**config.mk**
```make
export PLATFORM = sky130hd
export DESIGN_NAME = code_lock_controller
export DESIGN_NICKNAME = d
export VERILOG_FILES = /design/src/rtl/core/clc_pkg.sv /design/src/rtl/core/clc_key_stage.sv /design/src/rtl/core/clc_lock_fsm.sv /design/src/rtl/core/code_lock_controller.sv
export SDC_FILE = /design/constraint.sdc
export NUM_CORES = 1
export LEC_CHECK = 0
export BUFFER_PORTS_ARGS = -buffer_cell sky130_fd_sc_hd__buf_4
export CORE_UTILIZATION = 45
export DETAILED_ROUTE_END_ITERATION = 8
export GPL_ROUTABILITY_DRIVEN = 0
export PLACE_DENSITY_LB_ADDON = 0.3
export SYNTH_ARGS = -nofsm -noshare
export SYNTH_HDL_FRONTEND = slang
export SYNTH_HIERARCHICAL = 1
export SYNTH_SLANG_ARGS = --single-unit
```
**constraint.sdc**
```tcl
create_clock -name clk -period 4.96 [get_ports clk]
set_clock_uncertainty 0.15 [all_clocks]
set_input_delay 0.744 -clock clk [delete_from_list [all_inputs] [get_ports clk]]
set_output_delay 0.744 -clock clk [all_outputs]
set_load 0.05 [all_outputs]
```
**src/rtl/core/clc_pkg.sv**
```systemverilog
// Shared constants, result codes and interface types for the code lock controller.
// Depends on nothing; every other file of the block imports it.
`default_nettype none

package clc_pkg;

	localparam int CodeLenDef = 3;
	localparam int MaxCodeLen = 16;

	localparam logic [7:0] STAR_KEY       = 8'd42;
	localparam logic [7:0] KEY_DIGIT_TWO  = 8'd50;
	localparam logic [7:0] KEY_DIGIT_ZERO = 8'd48;

	localparam logic [3:0] MAX_TRIES_RST = 4'd3;

	localparam logic [2:0] ST_KEY_TAKEN    = 3'd0;
	localparam logic [2:0] ST_CODE_OK      = 3'd1;
	localparam logic [2:0] ST_WRONG_RETRY  = 3'd2;
	localparam logic [2:0] ST_WRONG_ALARM  = 3'd3;
	localparam logic [2:0] ST_CHANGE_START = 3'd4;
	localparam logic [2:0] ST_CONFIRM_NEXT = 3'd5;
	localparam logic [2:0] ST_UPDATED      = 3'd6;
	localparam logic [2:0] ST_MISMATCH     = 3'd7;

	typedef struct packed {
		logic       vld;
		logic [7:0] key;
	} key_stage_t;

	typedef struct packed {
		logic [2:0] status;
		logic       locked;
		logic [3:0] tries;
	} lock_result_t;

endpackage

`default_nettype wire

```
**src/rtl/core/clc_key_stage.sv**
```systemverilog
// Input register of the code lock controller: holds one key until it is processed.
// Depends on clc_pkg.
`default_nettype none

module clc_key_stage
	import clc_pkg::*;
(
	input  wire logic       clk,
	input  wire logic       arst_n,
	input  wire logic       in_valid,
	output logic            in_ready,
	input  wire logic [7:0] key,
	input  wire logic       advance,
	output key_stage_t      stage
);

	logic       valid_s1;
	logic [7:0] key_s1;

	assign in_ready = !valid_s1 || advance;

	always_ff @(posedge clk or negedge arst_n) begin
		if (!arst_n) begin
			valid_s1 <= 1'b0;
		end else if (in_ready) begin
			valid_s1 <= in_valid;
		end
	end

	always_ff @(posedge clk) begin
		if (in_valid && in_ready) begin
			key_s1 <= key;
		end
	end

	assign stage.vld = valid_s1;
	assign stage.key = key_s1;

endmodule

`default_nettype wire

```
**src/rtl/core/clc_lock_fsm.sv**
```systemverilog
// Lock state, code stores, try counter and the per-key decision logic.
// Depends on clc_pkg.
`default_nettype none

module clc_lock_fsm
	import clc_pkg::*;
#(
	parameter int CODE_LEN = CodeLenDef
) (
	input  wire logic       clk,
	input  wire logic       arst_n,
	input  wire logic       step,
	input  wire logic [7:0] key,
	input  wire logic [3:0] max_tries,
	output lock_result_t    result
);

	localparam int PosW = (CODE_LEN > 1) ? $clog2(CODE_LEN) : 1;
	localparam logic [PosW-1:0] PosLast = PosW'(CODE_LEN - 1);

	localparam logic [1:0] PH_ENTRY   = 2'd0;
	localparam logic [1:0] PH_NEW     = 2'd1;
	localparam logic [1:0] PH_CONFIRM = 2'd2;

	logic [1:0]      phase_q, phase_d;
	logic [PosW-1:0] pos_q, pos_d, pos_inc;
	logic            lock_q, lock_d;
	logic [3:0]      tries_q, tries_d;
	logic [2:0]      status_d;
	logic            wr_entered, wr_pending, load_stored;
	logic            last;
	logic            match_stored, match_pending;

	logic [7:0] entered_q [CODE_LEN];
	logic [7:0] pending_q [CODE_LEN];
	logic [7:0] stored_q  [CODE_LEN];
	logic [7:0] cand      [CODE_LEN];

	assign last    = (pos_q == PosLast);
	assign pos_inc = pos_q + PosW'(1);

	always_comb begin
		match_stored  = 1'b1;
		match_pending = 1'b1;
		for (int j = 0; j < CODE_LEN; j++) begin
			cand[j] = (pos_q == PosW'(j)) ? key : entered_q[j];
			if (cand[j] != stored_q[j]) begin
				match_stored = 1'b0;
			end
			if (cand[j] != pending_q[j]) begin
				match_pending = 1'b0;
			end
		end
	end

	always_comb begin
		phase_d     = phase_q;
		pos_d       = pos_q;
		lock_d      = lock_q;
		tries_d     = tries_q;
		status_d    = ST_KEY_TAKEN;
		wr_entered  = 1'b0;
		wr_pending  = 1'b0;
		load_stored = 1'b0;
		unique case (phase_q)
			PH_NEW: begin
				wr_pending = 1'b1;
				if (last) begin
					pos_d    = '0;
					phase_d  = PH_CONFIRM;
					status_d = ST_CONFIRM_NEXT;
				end else begin
					pos_d = pos_inc;
				end
			end
			PH_CONFIRM: begin
				wr_entered = 1'b1;
				if (last) begin
					pos_d = '0;
					if (match_pending) begin
						load_stored = 1'b1;
						tries_d     = max_tries;
						phase_d     = PH_ENTRY;
						status_d    = ST_UPDATED;
					end else begin
						phase_d  = PH_NEW;
						status_d = ST_MISMATCH;
					end
				end else begin
					pos_d = pos_inc;
				end
			end
			default: begin
				phase_d = PH_ENTRY;
				if (pos_q == '0 && key == STAR_KEY) begin
					phase_d  = PH_NEW;
					status_d = ST_CHANGE_START;
				end else begin
					wr_entered = 1'b1;
					if (last) begin
						pos_d = '0;
						if (match_stored) begin
							lock_d   = !lock_q;
							tries_d  = max_tries;
							status_d = ST_CODE_OK;
						end else if (tries_q <= 4'd1) begin
							tries_d  = max_tries;
							status_d = ST_WRONG_ALARM;
						end else begin
							tries_d  = tries_q - 4'd1;
							status_d = ST_WRONG_RETRY;
						end
					end else begin
						pos_d = pos_inc;
					end
				end
			end
		endcase
	end

	always_ff @(posedge clk or negedge arst_n) begin
		if (!arst_n) begin
			phase_q <= PH_ENTRY;
			pos_q   <= '0;
			lock_q  <= 1'b0;
			tries_q <= MAX_TRIES_RST;
			for (int j = 0; j < CODE_LEN; j++) begin
				stored_q[j] <= (j == 0) ? KEY_DIGIT_TWO : KEY_DIGIT_ZERO;
			end
		end else if (step) begin
			phase_q <= phase_d;
			pos_q   <= pos_d;
			lock_q  <= lock_d;
			tries_q <= tries_d;
			if (load_stored) begin
				for (int j = 0; j < CODE_LEN; j++) begin
					stored_q[j] <= pending_q[j];
				end
			end
		end
	end

	always_ff @(posedge clk) begin
		if (step && wr_entered) begin
			entered_q[pos_q] <= key;
		end
		if (step && wr_pending) begin
			pending_q[pos_q] <= key;
		end
	end

	assign result.status = status_d;
	assign result.locked = lock_d;
	assign result.tries  = tries_d;

`ifndef SYNTHESIS
	a_pos_in_range: assert property (@(posedge clk) disable iff (!arst_n)
		pos_q <= PosLast)
		else $error("Key position beyond the code length.");

	a_phase_valid: assert property (@(posedge clk) disable iff (!arst_n)
		phase_q != 2'd3)
		else $error("Unused phase code reached.");

	a_ok_toggles: assert property (@(posedge clk) disable iff (!arst_n)
		step && status_d == ST_CODE_OK |=> lock_q != $past(lock_q))
		else $error("Correct code did not toggle the lock.");

	a_lock_only_on_ok: assert property (@(posedge clk) disable iff (!arst_n)
		step && status_d != ST_CODE_OK |=> lock_q == $past(lock_q))
		else $error("Lock changed without a correct code.");
`endif

endmodule

`default_nettype wire

```
**src/rtl/core/code_lock_controller.sv**
```systemverilog
// Top level of the code lock controller: configuration register, key stage,
// lock logic and result register. Depends on clc_pkg, clc_key_stage, clc_lock_fsm.
//
// Usage: each key character arrives as one transfer on the in_valid/in_ready
// channel and produces exactly one result transfer on out_valid/out_ready,
// carrying status, the lock drive and the remaining tries after that key.
// A key is first captured in the input register; its result is then written
// into the output register, which drives out_valid. A new key can be taken
// every cycle: the input register accepts while it is empty or while the
// output register is empty or being drained.
// If the receiver stalls, the result waits in the output register, one further
// key waits in the input register, and then in_ready falls until out_ready.
// The max_tries register is written by a transfer on cfg_valid/cfg_ready,
// which is always ready; a new value applies at the next reload of the count.
// Reset clears both registers' valid flags, unlocks, sets the stored code to
// "200", the try count and max_tries to three, and returns to code entry.
`default_nettype none

module code_lock_controller
	import clc_pkg::*;
#(
	parameter int CODE_LEN = CodeLenDef
) (
	input  wire logic       clk,
	input  wire logic       arst_n,
	input  wire logic       in_valid,
	output logic            in_ready,
	input  wire logic [7:0] key,
	output logic            out_valid,
	input  wire logic       out_ready,
	output logic [2:0]      status,
	output logic            locked,
	output logic [3:0]      tries_left,
	input  wire logic       cfg_valid,
	output logic            cfg_ready,
	input  wire logic [3:0] max_tries
);

	key_stage_t   stage;
	lock_result_t result;
	logic         advance;
	logic         out_valid_q;
	logic [3:0]   max_tries_q;
	logic [2:0]   status_q;
	logic         locked_q;
	logic [3:0]   tries_left_q;

	assign cfg_ready = 1'b1;
	assign advance   = stage.vld && (!out_valid_q || out_ready);

	always_ff @(posedge clk or negedge arst_n) begin
		if (!arst_n) begin
			max_tries_q <= MAX_TRIES_RST;
		end else if (cfg_valid && cfg_ready) begin
			max_tries_q <= max_tries;
		end
	end

	clc_key_stage u_key_stage (
		.clk      (clk),
		.arst_n   (arst_n),
		.in_valid (in_valid),
		.in_ready (in_ready),
		.key      (key),
		.advance  (advance),
		.stage    (stage)
	);

	clc_lock_fsm #(
		.CODE_LEN (CODE_LEN)
	) u_lock_fsm (
		.clk       (clk),
		.arst_n    (arst_n),
		.step      (advance),
		.key       (stage.key),
		.max_tries (max_tries_q),
		.result    (result)
	);

	always_ff @(posedge clk or negedge arst_n) begin
		if (!arst_n) begin
			out_valid_q <= 1'b0;
		end else if (advance) begin
			out_valid_q <= 1'b1;
		end else if (out_ready) begin
			out_valid_q <= 1'b0;
		end
	end

	always_ff @(posedge clk) begin
		if (advance) begin
			status_q     <= result.status;
			locked_q     <= result.locked;
			tries_left_q <= result.tries;
		end
	end

	assign out_valid  = out_valid_q;
	assign status     = status_q;
	assign locked     = locked_q;
	assign tries_left = tries_left_q;

endmodule

`default_nettype wire

```
* Word-level counts from Yosys, hierarchy flattened
Memory sizes are Yosys's and may differ from the RTL's.
Index checks and enable logic that the tools add are counted.
** Word-level totals
- Input bits :: 17
- Word-level logic and storage cells :: 97
- Memories kept :: 2
- Memory bits (writable) :: 48
- Flip-flop bits (word level) :: 55
** Memory list
- u_lock_fsm.entered_q :: words 3, width 8, read ports 3, clocked after Yosys merged registers in 0, wr ports 1, RTL line clc_lock_fsm.sv:34 : logic [7:0] entered_q [CODE_LEN];
- u_lock_fsm.pending_q :: words 3, width 8, read ports 3, clocked after Yosys merged registers in 0, wr ports 1, RTL line clc_lock_fsm.sv:35 : logic [7:0] pending_q [CODE_LEN];
** Operators by class
- Muxes and demuxes :: 48
- Magnitude comparators :: 1
- Equal/unequal tests :: 14
- Add/sub/neg operators :: 2
- Reductions and logical operators :: 16
** Operator list (number)
- 8-bit inequality test :: 6
- 1-bit 2-to-1 mux :: 25
- 4-bit 2-to-1 mux :: 6
- 8-bit 2-to-1 mux :: 3
- 3-bit 2-to-1 mux :: 5
- 2-bit 2-to-1 mux :: 5
- 8-bit by 6-bit equality test with 1-bit output (second input constant) :: 1
- 4-bit one-hot mux with 2 select lines :: 1
- 3-bit one-hot mux with 2 select lines :: 1
- 1-bit logical AND :: 5
- 2-bit by 1-bit equality test with 1-bit output (second input constant) :: 2
- 2-bit equality test (second input constant) :: 2
- 4-bit by 1-bit less-or-equal comparator with 1-bit output (second input constant) :: 1
- 2-bit by 1-bit inequality test with 1-bit output (second input constant) :: 2
- 2-bit one-hot mux with 2 select lines :: 1
- 2-bit AND reduction :: 2
- 4-bit by 1-bit subtractor with 4-bit output (second input constant) :: 1
- 1-bit logical NOT :: 3
- 3-bit AND reduction :: 1
- 2-bit by 1-bit adder with 2-bit output (second input constant) :: 1
- 2-bit logical NOT :: 1
- 1-bit logical OR :: 2
- 2-bit inequality test (second input constant) :: 1
- 1-bit one-hot mux with 2 select lines :: 1
- other kinds (2) :: 2

* Logic depth before layout (Yosys ltp)
- Word-level depth :: 10
- Mapped depth :: 12
- Gate-level depth less buffers :: 9

* Modules after synthesis
Netlist, hierarchy kept.
** By module, submodules not included
- clc_lock_fsm :: area each 5094.9 µm², cells each 508, sequential area each 2278.4 µm², instances 1
- code_lock_controller :: area each 442.9 µm², cells each 22, sequential area each 367.9 µm², instances 1
- clc_key_stage :: area each 301.5 µm², cells each 13, sequential area each 265.3 µm², instances 1

* Least setup slack after synthesis
No wires, ideal clock.
- Path type :: reg2reg
- Start :: register u_key_stage.key_s1[6]
- End :: register u_lock_fsm/stored_q[0] (netlist bit), read port of u_lock_fsm.pending_q
- Setup slack :: 1.845 ns
- Cell stages (with the launch flop) :: 12
- Library setup time :: 0.125 ns
- Path buffers :: 3
- Clock period less this slack :: 3.115 ns
- Arrival :: 2.840 ns
- Cells stage by stage :: edfxtp_1 -> clkbuf_1 -> inv_1 -> o211a_1 -> a2111oi_0 -> o2111ai_1 -> nor4bb_1 -> buf_2 -> nand3_1 -> nor3_2 -> buf_2 -> mux2_2
** On the way
- Cells in the longest elaborated chain, start to end :: 9
** Ends and longest elaborated chain
- start, declared :: RTL line clc_key_stage.sv:18 : logic [7:0] key_s1;
- start signal, assigned :: RTL line clc_key_stage.sv:32 : key_s1 <= key;
- 8-bit 2-to-1 mux :: RTL line clc_lock_fsm.sv:46 : cand[j] = (pos_q == PosW'(j)) ? key : entered_q[j];
- 8-bit inequality test :: RTL line clc_lock_fsm.sv:50 : if (cand[j] != pending_q[j]) begin
- 1-bit 2-to-1 mux (2 in a row) :: RTL line clc_lock_fsm.sv:50
- 1-bit 2-to-1 mux * :: RTL line clc_lock_fsm.sv:50
- 1-bit 2-to-1 mux * :: RTL line clc_lock_fsm.sv:80 : if (match_pending) begin
- 1-bit 2-to-1 mux * :: RTL line clc_lock_fsm.sv:78 : if (last) begin
- 1-bit 2-to-1 mux * :: RTL line clc_lock_fsm.sv:65 : unique case (phase_q)
- 2-bit AND reduction (no line) *
- end, declared :: RTL line clc_lock_fsm.sv:36 : logic [7:0] stored_q [CODE_LEN];
Every way passes the cells marked *; elsewhere a longest branch is shown, timed or not.
A chain may end at the register's enable or synchronous reset.

* Worst setup path after layout
- Start :: register u_lock_fsm.pos_q[0]
- End :: register u_lock_fsm/stored_q[19] (netlist bit), read port of u_lock_fsm.pending_q
** On the way
- Cells in the longest elaborated chain, start to end :: 10
** Ends and longest elaborated chain
- start, declared :: RTL line clc_lock_fsm.sv:26 : logic [PosW-1:0] pos_q, pos_d, pos_inc;
- start signal, assigned :: RTL line clc_lock_fsm.sv:132 : pos_q <= pos_d;
- 2-bit logical NOT :: RTL line clc_lock_fsm.sv:46
- 8-bit 2-to-1 mux :: RTL line clc_lock_fsm.sv:46
- 8-bit inequality test :: RTL line clc_lock_fsm.sv:50
- 1-bit 2-to-1 mux (3 in a row) :: RTL line clc_lock_fsm.sv:50
- 1-bit 2-to-1 mux :: RTL line clc_lock_fsm.sv:80
- 1-bit 2-to-1 mux * :: RTL line clc_lock_fsm.sv:78
- 1-bit 2-to-1 mux * :: RTL line clc_lock_fsm.sv:65
- 2-bit AND reduction (no line) *
Marks and branches as above.

==> impl_metrics.py <==
metrics = {
    "routing": {
        "drtIter0Drc": 743,
        "drt_wl_total_microns": 16100,
        "dr_total_vias": 4624,
        "final_antenna_net_count": 0,
        "drc": 0,
        "via_per_inst": 6.30,
        "wl_per_cell_microns": 21.9,
        "dr.pass1.iters": 6,
    },
    "worst_hold_path": {
        "min_path_type": "in -> async",
    },
    "place": {
        "dp_hpwl_microns": 11500,
        "portBuffers": 26,
    },
    "clock_tree": {
        "path_clk_slew_ps": 80,
        "clock_path_buffers": 2,
        "cts_num_sinks": 103,
        "ctsHoldBuffers": 0,
        "cts_resized": 0,
        "cts_tree": "done",
        "worstSkewPairLatency_ps": 360,
        "cts-buffers-inserted": 9,
        "cts_max_level": 3,
        "ctsRootBufferMaster": "clkbuf_16",
        "cts_setup_buffers": 0,
    },
    "power": {
        "power_mw": 2.84,
        "power_leakage_nw": 2.52,
        "vdd.ir_drop.worst_uv": 337,
        "clkPwrFrac": 0.259,
        "intPower_mw": 1.78,
        "power.switching_mw": 1.06,
        "p_per_area_nw_per_um2": 437,
        "switching_share": 0.374,
        "p_comb_frac": 0.335,
        "seqPwrFrac": 0.406,
    },
    "synthesis": {
        "synth_seq_cells": 103,
        "synthesis.area_sq_um": 5840,
        "yosys.area_share.adder": 0.0107,
        "synth-simple-area-share": 0.149,
        "synth_top_family_by_area": "compound AO/OA/AOI/OAI gates",
        "ys_seq_area_frac": 0.499,
        "synth_cell_type_count": 77,
        "avgSynthCellArea_sq_um": 10.8,
        "synth-edff-count": 64,
        "synthCells": 543,
        "ys_warn_count": 6,
        "synth-xor-area-share": 0.0465,
        "synth_nets": 565,
        "ys.flop_type": "edfxtp_1",
        "postSynth.asyncResetShare": 0.379,
        "synthMuxAreaShare": 0.0741,
        "synth_compound_area_frac": 0.166,
    },
    "global_route": {
        "gr-usage-met1": 0.357,
        "use_met3": 0.0675,
        "grt_pass1_vias": 4338,
        "grt_pass1_wl_microns": 25300,
        "use_met2": 0.383,
        "antenna_found_initial": 0,
        "grt_util_all_layers": 0.256,
        "grt_max_degree": 40,
        "grt-busiest-layer": "met2",
        "overflow": 0,
    },
    "worst_setup_path": {
        "criticalPathCategory": "reg -> reg",
        "cp_slowest_stage_delay_ps": 660,
        "cp_max_fo": 16,
        "critical_path.startpoint_type": "flop",
        "worstPathArrival_ps": 4280,
        "end_kind": "flop",
        "critPathSlowestCell": "nand2b_1",
        "worstPathRequired_ps": 5050,
        "path_delay_family": "simple AND/OR/NAND/NOR gates",
        "path_cells": "nand2b_1, mux2i_1, o22ai_1, a2111oi_0, nor4bb_1, buf_4, nand3_1, nor3_4, buf_12, mux2_2",
        "crit_buf_inv": 2,
    },
    "sta": {
        "slew_headroom": 0.337,
        "tns_ps": 0,
        "hold_violations": 0,
        "fin_crit_sh": 0.846,
        "finalWorstPathRequiredPeriod_ps": 4190,
        "rsz0062_at_grt": "no",
        "finalSetupViolations": 0,
        "hold_ws_ps": 208,
        "worst_pin_slew_ps": 969,
        "max_freq_mhz": 238,
        "slew_viol_final": 0,
    },
    "finish": {
        "nNetsFinal": 579,
        "fin_util": 0.515,
        "insertedDiodeCount": 0,
        "syn_to_final_growth_pct": 11.3,
        "num-fill-cells": 1124,
        "drive_above_1_share": 0.187,
    },
    "outcome": {
        "status": "completed",
    },
    "floorplanning": {
        "design.die.area_sq_um": 13400,
        "die-width_microns": 116,
        "coreArea_sq_um": 12600,
        "dieHeight_microns": 116,
        "row_count": 41,
        "start_util": 0.463,
        "io_pins": 28,
    },
    "flow_run": {
        "max_cap_viol_count": 0,
    },
}
-- metrics by stage --
step | instance area [sq um] | setup WS (ps) | instances
2_1_floorplan | 5840 | 1850 | 543
3_3_place_gp | 6190 | 1040 | 718
3_5_place_dp | 6190 | 907 | 718
4_1_cts | 6500 | 858 | 734
5_1_grt | 6500 | 477 | 734
6_report | 6500 | 765 | 734
-- worst reg2reg max path, stage by stage (launching register included) --
cell       delay, ps
dfrtp_1          610
nand2b_1         670
mux2i_1          270
o22ai_1          120
a2111oi_0        440
nor4bb_1         410
buf_4            210
nand3_1          120
nor3_4           480
buf_12           240
mux2_2           350
-- power groups by stage --
stage	registers [mW]	logic (mW)	clock network [mW]
3_3_place_gp	1.16	0.906	0
6_report	1.15	0.952	0.735
3_5_place_dp	1.16	0.921	0
5_1_grt	1.17	1.03	0.775
2_1_floorplan	1.16	0.676	0
4_1_cts	1.15	0.924	0.744
-- per-layer routing --
layer / part of all wire / routed length [microns] / up-vias
met1: 0.42 / 6740 / 2212
met5: 0 / 0 / -
met2: 0.45 / 7310 / 295
met3: 0.090 / 1450 / 69
met4: 0.036 / 578 / 0
li1: - / - / 2048
-- cells in the final DEF (no fill, tap or decap), types with 7 or more instances in the layout --
cell type,n
edfxtp_1,64
inv_1,41
buf_4,37
o21ai_0,32
dfrtp_1,28
mux2_2,26
nand2_1,24
nor2_1,23
a21oi_1,23
nand2b_1,21
xnor2_1,20
mux2i_1,14
nor2b_1,12
dfstp_2,11
xor2_1,11
nor3_1,10
clkbuf_16,9
nand3_1,9
o22ai_1,9
a31oi_1,7
a211oi_1,7
o221ai_1,7
-- registers in the layout, indices dropped and copies added (netlist names) --
| register | count |
|---|---|
| locked | 1 |
| u_key_stage/valid_s1 | 1 |
| u_lock_fsm/pending_q | 24 |
| u_lock_fsm/tries_q | 4 |
| out_valid | 1 |
| u_key_stage/key_s1 | 8 |
| u_lock_fsm/phase_q | 2 |
| u_lock_fsm/entered_q | 24 |
| max_tries_q | 4 |
| u_lock_fsm/pos_q | 2 |
| status | 3 |
| tries_left | 4 |
| u_lock_fsm/lock_q | 1 |
| u_lock_fsm/stored_q | 24 |
-- cell type report --
| class | count | area (sq um) | share of cell area |
|---|---|---|---|
| timing repair buffer | 38 | 298 | 0.0458 |
| tap | 172 | 215 | 0.0331 |
| multi-input combinational | 364 | 2610 | 0.402 |
| sequential | 103 | 2910 | 0.448 |
| clock buffer | 9 | 225 | 0.0347 |
| clock inverter | 7 | 81.3 | 0.0125 |
| inverter | 41 | 154 | 0.0237 |
-- synthesized netlist by cell type, drive strengths merged, types with 3 or more instances --
cell type / count / area [sq um]
ha: 5 / 62.6
mux2: 26 / 293
nand4: 5 / 31.3
xnor2: 20 / 175
dfstp: 11 / 289
o21ai: 32 / 160
and2: 5 / 33.8
o211ai: 3 / 22.5
o31ai: 6 / 45.0
edfxtp: 64 / 1920
dfrtp: 28 / 701
a221oi: 6 / 58.8
o2111ai: 3 / 26.3
a21oi: 23 / 115
a211oi: 7 / 52.6
inv: 41 / 154
mux2i: 14 / 140
nor2: 24 / 92.6
o32ai: 4 / 35.0
buf: 17 / 100
nand2b: 22 / 145
nor4: 8 / 71.3
clkbuf: 18 / 67.6
or3b: 4 / 35.0
a31oi: 7 / 43.8
a2111oi: 5 / 43.8
nand2: 24 / 90.1
xor2: 11 / 96.3
nand3b: 4 / 30.0
nor2b: 12 / 75.1
o221ai: 7 / 61.3
o22ai: 9 / 56.3
a22oi: 4 / 30.0
or3: 4 / 25.0
nor3: 11 / 60.1
nand3: 9 / 45.0
-- cells by family (layout without fill, tap and decap cells) --
kind of cell | count (synthesis) | in the layout
xor+xnor | 31 | 31
other cells | 1 | 1
compound gates | 140 | 140
flops | 103 | 103
buf+inv | 76 | 95
fa+ha+maj | 5 | 5
simple gates | 147 | 147
mux | 40 | 40
-- final timing paths --
check                                     endpoint  slack (ps)  cells past startpoint                start
min in group clk                 u_lock_fsm/lock_q         340                      1    u_lock_fsm/lock_q
max                        u_lock_fsm/stored_q[19]         770                     10  u_lock_fsm/pos_q[0]
max in group asynchronous   u_lock_fsm/stored_q[4]        4060                      1               arst_n
min reg2reg                      u_lock_fsm/lock_q         340                      1    u_lock_fsm/lock_q
min                          u_lock_fsm/tries_q[2]         210                      1               arst_n
max reg2reg                u_lock_fsm/stored_q[19]         770                     10  u_lock_fsm/pos_q[0]
Note: power is estimated with default switching activity, not from simulation.
